**config.mk**
```make
export PLATFORM = sky130hd
export DESIGN_NAME = text_glyph_command_layout_unit
export DESIGN_NICKNAME = d
export VERILOG_FILES = /design/src/hdl/tglu_pkg.sv /design/src/hdl/tglu_layout.sv /design/src/hdl/tglu_out_buf.sv /design/src/hdl/text_glyph_command_layout_unit.sv
export SDC_FILE = /design/constraint.sdc
export NUM_CORES = 1
export LEC_CHECK = 0
export BUFFER_PORTS_ARGS = -buffer_cell sky130_fd_sc_hd__buf_2
export CAP_MARGIN = 20
export CORE_MARGIN = 2
export CORE_UTILIZATION = 40
export CTS_CLUSTER_SIZE = 24
export DETAILED_ROUTE_END_ITERATION = 8
export PLACE_DENSITY = 0.61
export SLEW_MARGIN = 30
export SYNTH_ARGS = -nofsm -noshare
export SYNTH_HDL_FRONTEND = slang
export SYNTH_HIERARCHICAL = 1
export SYNTH_SLANG_ARGS = --single-unit
export TNS_END_PERCENT = 5
```
**constraint.sdc**
```tcl
create_clock -name clk -period 18.9 [get_ports clk]
set_input_delay 3.78 -clock clk [delete_from_list [all_inputs] [get_ports clk]]
set_output_delay 3.78 -clock clk [all_outputs]
set_load 0.005 [all_outputs]
```
**src/hdl/tglu_pkg.sv**
```systemverilog
package tglu_pkg;

  localparam int GLYPH_WIDTH   = 8;
  localparam int GLYPH_HEIGHT  = 8;
  localparam int ATLAS_COLUMNS = 16;

  localparam logic [7:0] FIRST_PRINTABLE = 8'd32;
  localparam logic [7:0] LAST_PRINTABLE  = 8'd127;
  localparam logic [7:0] NEWLINE_CODE    = 8'd10;
  localparam logic [7:0] FALLBACK_CODE   = 8'd63;
  localparam logic [7:0] FULL_LEVEL      = 8'd255;

  localparam int CFG_DATA_WIDTH  = 16;
  localparam int CFG_INDEX_WIDTH = 3;

  typedef enum logic [CFG_INDEX_WIDTH-1:0] {
    REG_ORIGIN_X     = 3'd0,
    REG_ORIGIN_Y     = 3'd1,
    REG_TINT_RED     = 3'd2,
    REG_TINT_GREEN   = 3'd3,
    REG_TINT_BLUE    = 3'd4,
    REG_TEXT_ALPHA   = 3'd5,
    REG_PALETTE_MODE = 3'd6
  } cfg_reg_t;

  typedef struct packed {
    logic signed [15:0] col;
    logic signed [15:0] row;
  } cursor_t;

  typedef struct packed {
    logic tint_enable;
    logic blend_alpha;
    logic palette_select;
  } style_t;

  typedef struct packed {
    logic [14:0] dest_x;
    logic [14:0] dest_y;
    logic [6:0]  source_x;
    logic [5:0]  source_y;
    style_t      style;
  } cmd_t;

  // Clamp an 18-bit signed sum into the 16-bit signed cursor range
  function automatic logic signed [15:0] sat16(input logic signed [17:0] v);
    logic signed [15:0] r;
    if (v > 18'sd32767) begin
      r = 16'sh7FFF;
    end else if (v < -18'sd32768) begin
      r = 16'sh8000;
    end else begin
      r = v[15:0];
    end
    return r;
  endfunction

endpackage

```
**src/hdl/tglu_layout.sv**
```systemverilog
module tglu_layout (
  input  tglu_pkg::cursor_t   cursor,
  input  logic signed [15:0]  origin_x,
  input  logic signed [15:0]  origin_y,
  input  logic [7:0]          char_code,
  input  logic                string_start,
  input  tglu_pkg::style_t    style,
  output tglu_pkg::cursor_t   cursor_next,
  output logic                emit,
  output tglu_pkg::cmd_t      cmd
);
  import tglu_pkg::*;

  logic signed [15:0] col_base;
  logic signed [15:0] row_base;
  logic signed [17:0] col_sum;
  logic signed [17:0] row_bottom;
  logic signed [17:0] row_newline;
  logic [7:0]         glyph;
  logic [6:0]         glyph_index;
  logic               offscreen;

  assign col_base    = string_start ? origin_x : cursor.col;
  assign row_base    = string_start ? origin_y : cursor.row;
  assign col_sum     = 18'(col_base) + 18'(GLYPH_WIDTH);
  assign row_bottom  = 18'(row_base) + 18'(GLYPH_HEIGHT);
  assign row_newline = 18'(row_base) + 18'(GLYPH_HEIGHT + 1);
  assign offscreen   = (col_sum <= 18'sd0) || (row_bottom <= 18'sd0);

  assign glyph = (char_code < FIRST_PRINTABLE || char_code > LAST_PRINTABLE) ?
                 FALLBACK_CODE : char_code;
  assign glyph_index = 7'(glyph - FIRST_PRINTABLE);

  always_comb begin
    cmd.dest_x   = col_base[15] ? 15'd0 : col_base[14:0];
    cmd.dest_y   = row_base[15] ? 15'd0 : row_base[14:0];
    cmd.source_x = 7'((glyph_index % ATLAS_COLUMNS) * GLYPH_WIDTH);
    cmd.source_y = 6'((glyph_index / ATLAS_COLUMNS) * GLYPH_HEIGHT);
    cmd.style    = style;
    if (char_code == NEWLINE_CODE) begin
      cursor_next.col = origin_x;
      cursor_next.row = sat16(row_newline);
      emit            = 1'b0;
    end else begin
      cursor_next.col = sat16(col_sum);
      cursor_next.row = row_base;
      emit            = !offscreen;
    end
  end

endmodule

```
**src/hdl/tglu_out_buf.sv**
```systemverilog
module tglu_out_buf (
  input  logic           clk,
  input  logic           rst,
  input  logic           push,
  input  tglu_pkg::cmd_t push_cmd,
  output logic           full,
  output logic           out_valid,
  input  logic           out_stall,
  output tglu_pkg::cmd_t out_cmd
);
  import tglu_pkg::*;

  logic skid_valid;
  cmd_t skid_cmd;

  assign full = skid_valid;

  always_ff @(posedge clk) begin
    if (rst) begin
      out_valid  <= 1'b0;
      skid_valid <= 1'b0;
    end else if (!out_valid || !out_stall) begin
      // Output slot frees up: drain the skid stage first
      if (skid_valid) begin
        out_valid  <= 1'b1;
        out_cmd    <= skid_cmd;
        skid_valid <= 1'b0;
      end else begin
        out_valid <= push;
        if (push) begin
          out_cmd <= push_cmd;
        end
      end
    end else if (push) begin
      // Hold the stalled transaction, park the new one
      skid_valid <= 1'b1;
      skid_cmd   <= push_cmd;
    end
  end

endmodule

```
**src/hdl/text_glyph_command_layout_unit.sv**
```systemverilog
// Text glyph command layout unit.
// Input channel (char_valid / char_stall) carries one character byte and a
// string_start flag per transaction; one is taken every unstalled cycle.
// Output channel (cmd_valid / cmd_stall) carries one sprite command: clamped
// screen position, atlas position in the font grid and the style flags.
// Newlines and glyphs wholly off the top or left of the screen produce no
// command but still move the cursor.
// A command goes to the output register, or to the skid stage if one is stalled.
// Throughput: one character per unstalled cycle; the cursor add and saturate
// runs in the accepting cycle, so consecutive characters need no bubble.
// A two-entry output buffer (output register plus skid stage) keeps taking
// characters while one command waits; char_stall rises only when both
// entries hold commands and drops the cycle after the receiver takes one.
// Configuration: cfg_write with cfg_index selects origin_x, origin_y,
// tint_red, tint_green, tint_blue, text_alpha, palette_mode (index 0..6).
// Reset: cursor at (0,0), origin (0,0), tint and alpha at 255, palette 0,
// output buffer empty.
module text_glyph_command_layout_unit (
  input  logic                                   clk,
  input  logic                                   rst,
  input  logic                                   cfg_write,
  input  logic [tglu_pkg::CFG_INDEX_WIDTH-1:0]   cfg_index,
  input  logic [tglu_pkg::CFG_DATA_WIDTH-1:0]    cfg_data,
  input  logic                                   char_valid,
  output logic                                   char_stall,
  input  logic [7:0]                             char_code,
  input  logic                                   string_start,
  output logic                                   cmd_valid,
  input  logic                                   cmd_stall,
  output logic [14:0]                            dest_x,
  output logic [14:0]                            dest_y,
  output logic [6:0]                             source_x,
  output logic [5:0]                             source_y,
  output logic                                   tint_enable,
  output logic                                   blend_alpha,
  output logic                                   palette_select
);
  import tglu_pkg::*;

  logic signed [15:0] origin_x;
  logic signed [15:0] origin_y;
  logic [7:0]         tint_red;
  logic [7:0]         tint_green;
  logic [7:0]         tint_blue;
  logic [7:0]         text_alpha;
  logic               palette_mode;

  cursor_t cursor;
  cursor_t cursor_next;
  style_t  style;
  cmd_t    new_cmd;
  cmd_t    out_cmd;
  logic    emit;
  logic    accept;
  logic    buf_full;

  always_ff @(posedge clk) begin
    if (rst) begin
      origin_x     <= '0;
      origin_y     <= '0;
      tint_red     <= FULL_LEVEL;
      tint_green   <= FULL_LEVEL;
      tint_blue    <= FULL_LEVEL;
      text_alpha   <= FULL_LEVEL;
      palette_mode <= 1'b0;
    end else if (cfg_write) begin
      case (cfg_reg_t'(cfg_index))
        REG_ORIGIN_X:     origin_x     <= cfg_data;
        REG_ORIGIN_Y:     origin_y     <= cfg_data;
        REG_TINT_RED:     tint_red     <= cfg_data[7:0];
        REG_TINT_GREEN:   tint_green   <= cfg_data[7:0];
        REG_TINT_BLUE:    tint_blue    <= cfg_data[7:0];
        REG_TEXT_ALPHA:   text_alpha   <= cfg_data[7:0];
        REG_PALETTE_MODE: palette_mode <= cfg_data[0];
        default: ;
      endcase
    end
  end

  assign style.tint_enable    = (tint_red != FULL_LEVEL) || (tint_green != FULL_LEVEL) ||
                                (tint_blue != FULL_LEVEL);
  assign style.blend_alpha    = (text_alpha != FULL_LEVEL);
  assign style.palette_select = palette_mode;

  assign char_stall = buf_full;
  assign accept     = char_valid && !buf_full;

  tglu_layout u_layout (
    .cursor       (cursor),
    .origin_x     (origin_x),
    .origin_y     (origin_y),
    .char_code    (char_code),
    .string_start (string_start),
    .style        (style),
    .cursor_next  (cursor_next),
    .emit         (emit),
    .cmd          (new_cmd)
  );

  always_ff @(posedge clk) begin
    if (rst) begin
      cursor <= '0;
    end else if (accept) begin
      cursor <= cursor_next;
    end
  end

  tglu_out_buf u_out_buf (
    .clk       (clk),
    .rst       (rst),
    .push      (accept && emit),
    .push_cmd  (new_cmd),
    .full      (buf_full),
    .out_valid (cmd_valid),
    .out_stall (cmd_stall),
    .out_cmd   (out_cmd)
  );

  assign dest_x         = out_cmd.dest_x;
  assign dest_y         = out_cmd.dest_y;
  assign source_x       = out_cmd.source_x;
  assign source_y       = out_cmd.source_y;
  assign tint_enable    = out_cmd.style.tint_enable;
  assign blend_alpha    = out_cmd.style.blend_alpha;
  assign palette_select = out_cmd.style.palette_select;

endmodule

```
After elaboration in Yosys (flattened, before gate mapping)
Cells that the tools add are included.

Add/sub/neg operators: 4. $lt $le $gt $ge: 8. Eq/ne operators: 11. Muxes and demuxes: 14. Bitwise operators: 2. Reductions and logical operators: 23.

Operators with widths (count): two-way mux 16 bit (6); two-way mux 46 bit (2); adder 16 x 5 -> 17 bit (second input constant) (3); > comparator 18 x 16 -> 1 bit (second input constant) (2); less-or-equal comparator 18 x 1 -> 1 bit (second input constant) (2); < comparator 18 x 16 -> 1 bit (second input constant) (2); two-way mux 32 bit (1); inequality test 8 bit (second input constant) (4); two-way mux 15 bit (2); AND reduction 2 bit (7); equality test 3 bit (second input constant) (3); equality test 8 x 4 -> 1 bit (second input constant) (1); > comparator 8 x 7 -> 1 bit (second input constant) (1); < comparator 8 x 6 -> 1 bit (second input constant) (1); two-way mux 7 bit (1); subtractor 7 x 6 -> 7 bit (second input constant) (1); equality test 3 x 2 -> 1 bit (second input constant) (2); AND reduction 3 bit (2); logical OR 1 bit (5); logical NOT 1 bit (4); equality test 3 x 1 -> 1 bit (second input constant) (1); logical NOT 3 bit (1); logical AND 1 bit (2); two-way mux 1 bit (2); other kinds (3) (4).

Bits in registers: 179. Input bits: 33. Output and inout bits: 48.

Longest topological paths before layout
Depth after elaboration: 9. Mapped depth: 17. Depth with buffers taken out: 13.

Modules after synthesis
Netlist, hierarchy kept.

Modules (own cells, without submodules): text_glyph_command_layout_unit (times used 1, cells each 431, area each 3644.7 µm²); tglu_out_buf (times used 1, cells each 151, area each 3519.6 µm²); tglu_layout (times used 1, cells each 408, area each 2740.1 µm²).

Least setup slack after synthesis
No wires, ideal clock.

Kind: input -> register. Start point: input string_start. End point: register u_out_buf/skid_cmd[0] in the netlist's numbering, enable pin. Library setup time: 0.517 ns. Arrival time: 9.637 ns. Data required time: 18.383 ns. Setup slack: 8.746 ns. Stages: 16. Path buffers: 5. Path through: buf_4 buf_4 buf_6 buf_4 buf_2 mux2_2 ha_1 nand4b_1 a21oi_1 nand3_1 xor2_1 nand4_1 o31ai_1 a31oi_1 and2_1 nor3b_1.

Longest elaborated chain between the ends: 8. Elaborated cells between the ends (all ways): 11. Classes of those cells: add/sub (2); order compare (2); mux (3); reduce/logical (4).

Ends and longest elaborated chain: start, declared (RTL line text_glyph_command_layout_unit.sv:27) `input logic string_start,`; two-way mux 16 bit, on equally long branches (RTL line tglu_layout.sv:23, tglu_layout.sv:24); adder 16 x 5 -> 17 bit, on equally long branches (RTL line tglu_layout.sv:25, tglu_layout.sv:26); less-or-equal comparator 18 x 1 -> 1 bit (RTL line tglu_layout.sv:28) `assign offscreen = (col_sum <= 18'sd0) || (row_bottom <= 18'sd0);`; logical OR 1 bit * (RTL line tglu_layout.sv:28); logical NOT 1 bit * (RTL line tglu_layout.sv:47) `emit = !offscreen;`; two-way mux 1 bit * (RTL line tglu_layout.sv:40) `if (char_code == NEWLINE_CODE) begin`; named net emit (RTL line text_glyph_command_layout_unit.sv:53) `logic emit;`; logical AND 1 bit * (RTL line text_glyph_command_layout_unit.sv:111) `.push (accept && emit),`; AND reduction 3 bit (no line) *; end signal, assigned (RTL line tglu_out_buf.sv:37) `skid_cmd <= push_cmd;`; end, declared (RTL line tglu_out_buf.sv:14) `cmd_t skid_cmd;`.

The timed path passes the listed nets; every way through them passes the cells marked *. A chain may end at the register's enable or synchronous reset.

Worst setup path in the final report
Start point: input string_start. End point: register u_out_buf/skid_cmd[42] in the netlist's numbering, enable pin.

The elaborated chain is that of the path after synthesis.

==> results.yml <==
status:
  status: "finished clean"
setup_path:
  crit_arrival_ns: 7.98
  crit_required_ns: 18.98
  cp_max_fo: 45
  critPathLaunchType: "input port"
  timing_worst_setup_path_type: "in2reg"
  end_kind: "flop"
grt:
  grt_antenna_before_repair: 0
  grt_pass1_vias: 6910
  grt_use_total: 0.184
  grt_pass1_wl_mm: 38.1
  grt_overflow: 0
  grt_max_degree: 91
power_and_ir_drop:
  powerDensity_nw_per_um2: 80.7
  p_leak_nw: 4.06
  max-vdd-ir-drop_uv: 51.4
  power_uw: 887
drt:
  ant_nets: 0
  vias_per_cell: 5.47
  firstDrtPassIters: 5
  drt-initial-drc-count: 688
  drc_errors: 0
  totalWireLength_mm: 23.5
  wl_per_cell_um: 17.1
  via_count: 7509
synth:
  syn_inst: 990
  synth_edf_count: 92
  synth_compound_area_frac: 0.131
  synthXorXnorAreaFrac: 0.0159
  mappedNetlistArea_sq_um: 9900
  synth.distinct_cells: 89
  synth_common_cells: "212 x nand2_1, 99 x dfxtp_1, 95 x a21oi_1"
  synth_async_sr_flop_share: 0
  yosys-mux-area-fraction: 0.101
  synth_area_leaders: "edfxtp_1 28%, dfxtp_1 20%, nand2_1 8.0%, a21oi_1 4.8%, mux2_4 4.4%"
  synth_top_area_cell: "edfxtp_1"
  synth-main-ff-cell: "dfxtp_1"
  ys_seq_area_frac: 0.479
  synth_top_family_by_area: "simple AND/OR/NAND/NOR gates"
  synth_fa_ha_area_frac: 0.00884
  ys_ff_latch: 191
  yosys.area_share.simple: 0.217
  yosysMostFrequentCell: "nand2_1"
  yosys_warnings: 6
  syn_area_per_cell_sq_um: 10.0
  synth_top_area_share: 0.279
cells_and_area:
  drive_gt1_frac: 0.201
  fillers: 2324
  final_util: 0.452
  syn_to_final_growth_pct: 11.0
  nets: 1076
  diodes: 0
cts:
  root_buffer: "clkbuf_16"
  clk_pin_slew_worst_paths_ns: 0.07
  postCtsHoldBufs: 0
  ctsLongestPathBuffers: 2
  htreeDepth: 4
  numClockSinks: 191
  post_cts_buffers: 0
  cts_buffers: 17
  cts-resized-gates: 0
  clk_latency_ns: 0.43
  cts_tree: "done"
timing:
  hold_viol_final: 0
  timing.hold.ws_ns: 0.456
  skew_ns: 0.0131
  tightest_slew_ns: 0.927
  period_minus_slack_ns: 7.89
  period_share: 0.418
  tns_ns: 0
  maxSlewHeadroom: 0.382
  max_freq_ghz: 0.127
  finalSetupViolations: 0
  slew_violations: 0
  rsz0062_at_grt: "false"
  layout_setup_ws_ns: 11.01
place:
  port_buffers: 80
  pre_cts_slack_ns: 10.50
  place_congestion: 0.886
  dp_hpwl_mm: 16.3
flow_run:
  maxCapViolCount: 0
die:
  fp.coreArea_sq_um: 24300
  io_pins: 81
  fp.dieArea_sq_um: 26000
  fp.dieW_um: 161
  rows: 57
  start_util: 0.407
  die_h_um: 161
hold_path:
  hold_path.class: "reg2reg"
[cell type report]
class / count / area (sq um) / area share
flip-flops and latches: 191 / 4750 / 0.432
multi-input cells: 728 / 4740 / 0.431
repair buffers: 90 / 479 / 0.0436
clock buffers: 18 / 429 / 0.0390
well taps: 324 / 405 / 0.0369
clock inverters: 14 / 164 / 0.0149
inverters: 8 / 30.0 / 0.00273
[sequential cells by signal, indices dropped and copies added (netlist names), 16 cells and up]
signal / count
cursor: 32
origin_x: 16
origin_y: 16
u_out_buf/out_cmd: 46
u_out_buf/skid_cmd: 46
[layout by cell type, fill, tap and decap left out, types with 6 or more instances in the layout]
master     count
a211o_1       17
a21oi_1       95
a31oi_1        7
and2_1        16
and3_1         6
buf_2         80
buf_4          9
clkbuf_16     17
conb_1         6
dfxtp_1       98
edfxtp_1      92
ha_1           7
inv_1          7
inv_6          9
mux2_2        24
mux2_4        29
mux2i_1       26
nand2_1      212
nand3_1       20
nand3b_1      28
nand4_1       13
nand4b_1       6
nor2_1        47
nor2b_1       11
nor3_1        16
nor4_1         6
o211ai_1       6
o21ai_0       16
or2_2          6
xnor2_1       13
[cells by family (layout without fill, tap and decap cells)]
family,count (synthesis),count (layout)
mux,81,81
fa+ha+maj,7,7
other cells,1,6
buf+inv,76,130
compound gates,193,193
xor+xnor,18,18
flops,191,191
simple gates,423,423
[per-layer routing]
| layer | vias up | global-route usage | share of wire |
|---|---|---|---|
| li1 | 3650 | - | - |
| met1 | 3616 | 0.281 | 0.51 |
| met2 | 221 | 0.272 | 0.43 |
| met3 | 22 | 0.0280 | 0.052 |
| met4 | 0 | 0.0450 | 0.011 |
| met5 | - | 0 | 0 |
[per-stage QoR]
stage / instance area [sq um] / instances
3_3_place_gp: 10400 / 1340
5_1_grt: 11000 / 1373
2_1_floorplan: 9920 / 995
6_report: 11000 / 1373
4_1_cts: 11000 / 1373
3_5_place_dp: 10400 / 1341
[report_power, final]
part	leakage (nW)	total, mW	switching, mW	internal (mW)
Clock	0.294	0.369	0.168	0.200
Sequential	1.66	0.452	0.00632	0.446
Combinational	2.11	0.0665	0.0398	0.0267
Total	4.06	0.887	0.215	0.673
[critical path: stages]
cell	delay [ns]
buf_2	0.60
buf_4	0.60
mux2i_1	0.41
inv_1	0.14
ha_1	0.33
and3_1	0.23
mux2i_1	0.13
a22oi_1	0.14
nor3_1	0.08
a31oi_1	0.15
and2_1	0.18
nor3b_4	0.61
buf_4	0.51
[final timing paths]
path | slack, ns | cells after the start | to | startpoint
hold / removal | 0.46 | 2 | cursor[31] | cursor[31]
hold reg to reg | 0.46 | 2 | cursor[31] | cursor[31]
setup / recovery | 11.01 | 13 | u_out_buf/skid_cmd[42] | string_start
setup reg to reg | 14.75 | 13 | u_out_buf/skid_cmd[42] | origin_x[3]
Note: power is estimated with default switching activity, not from simulation.
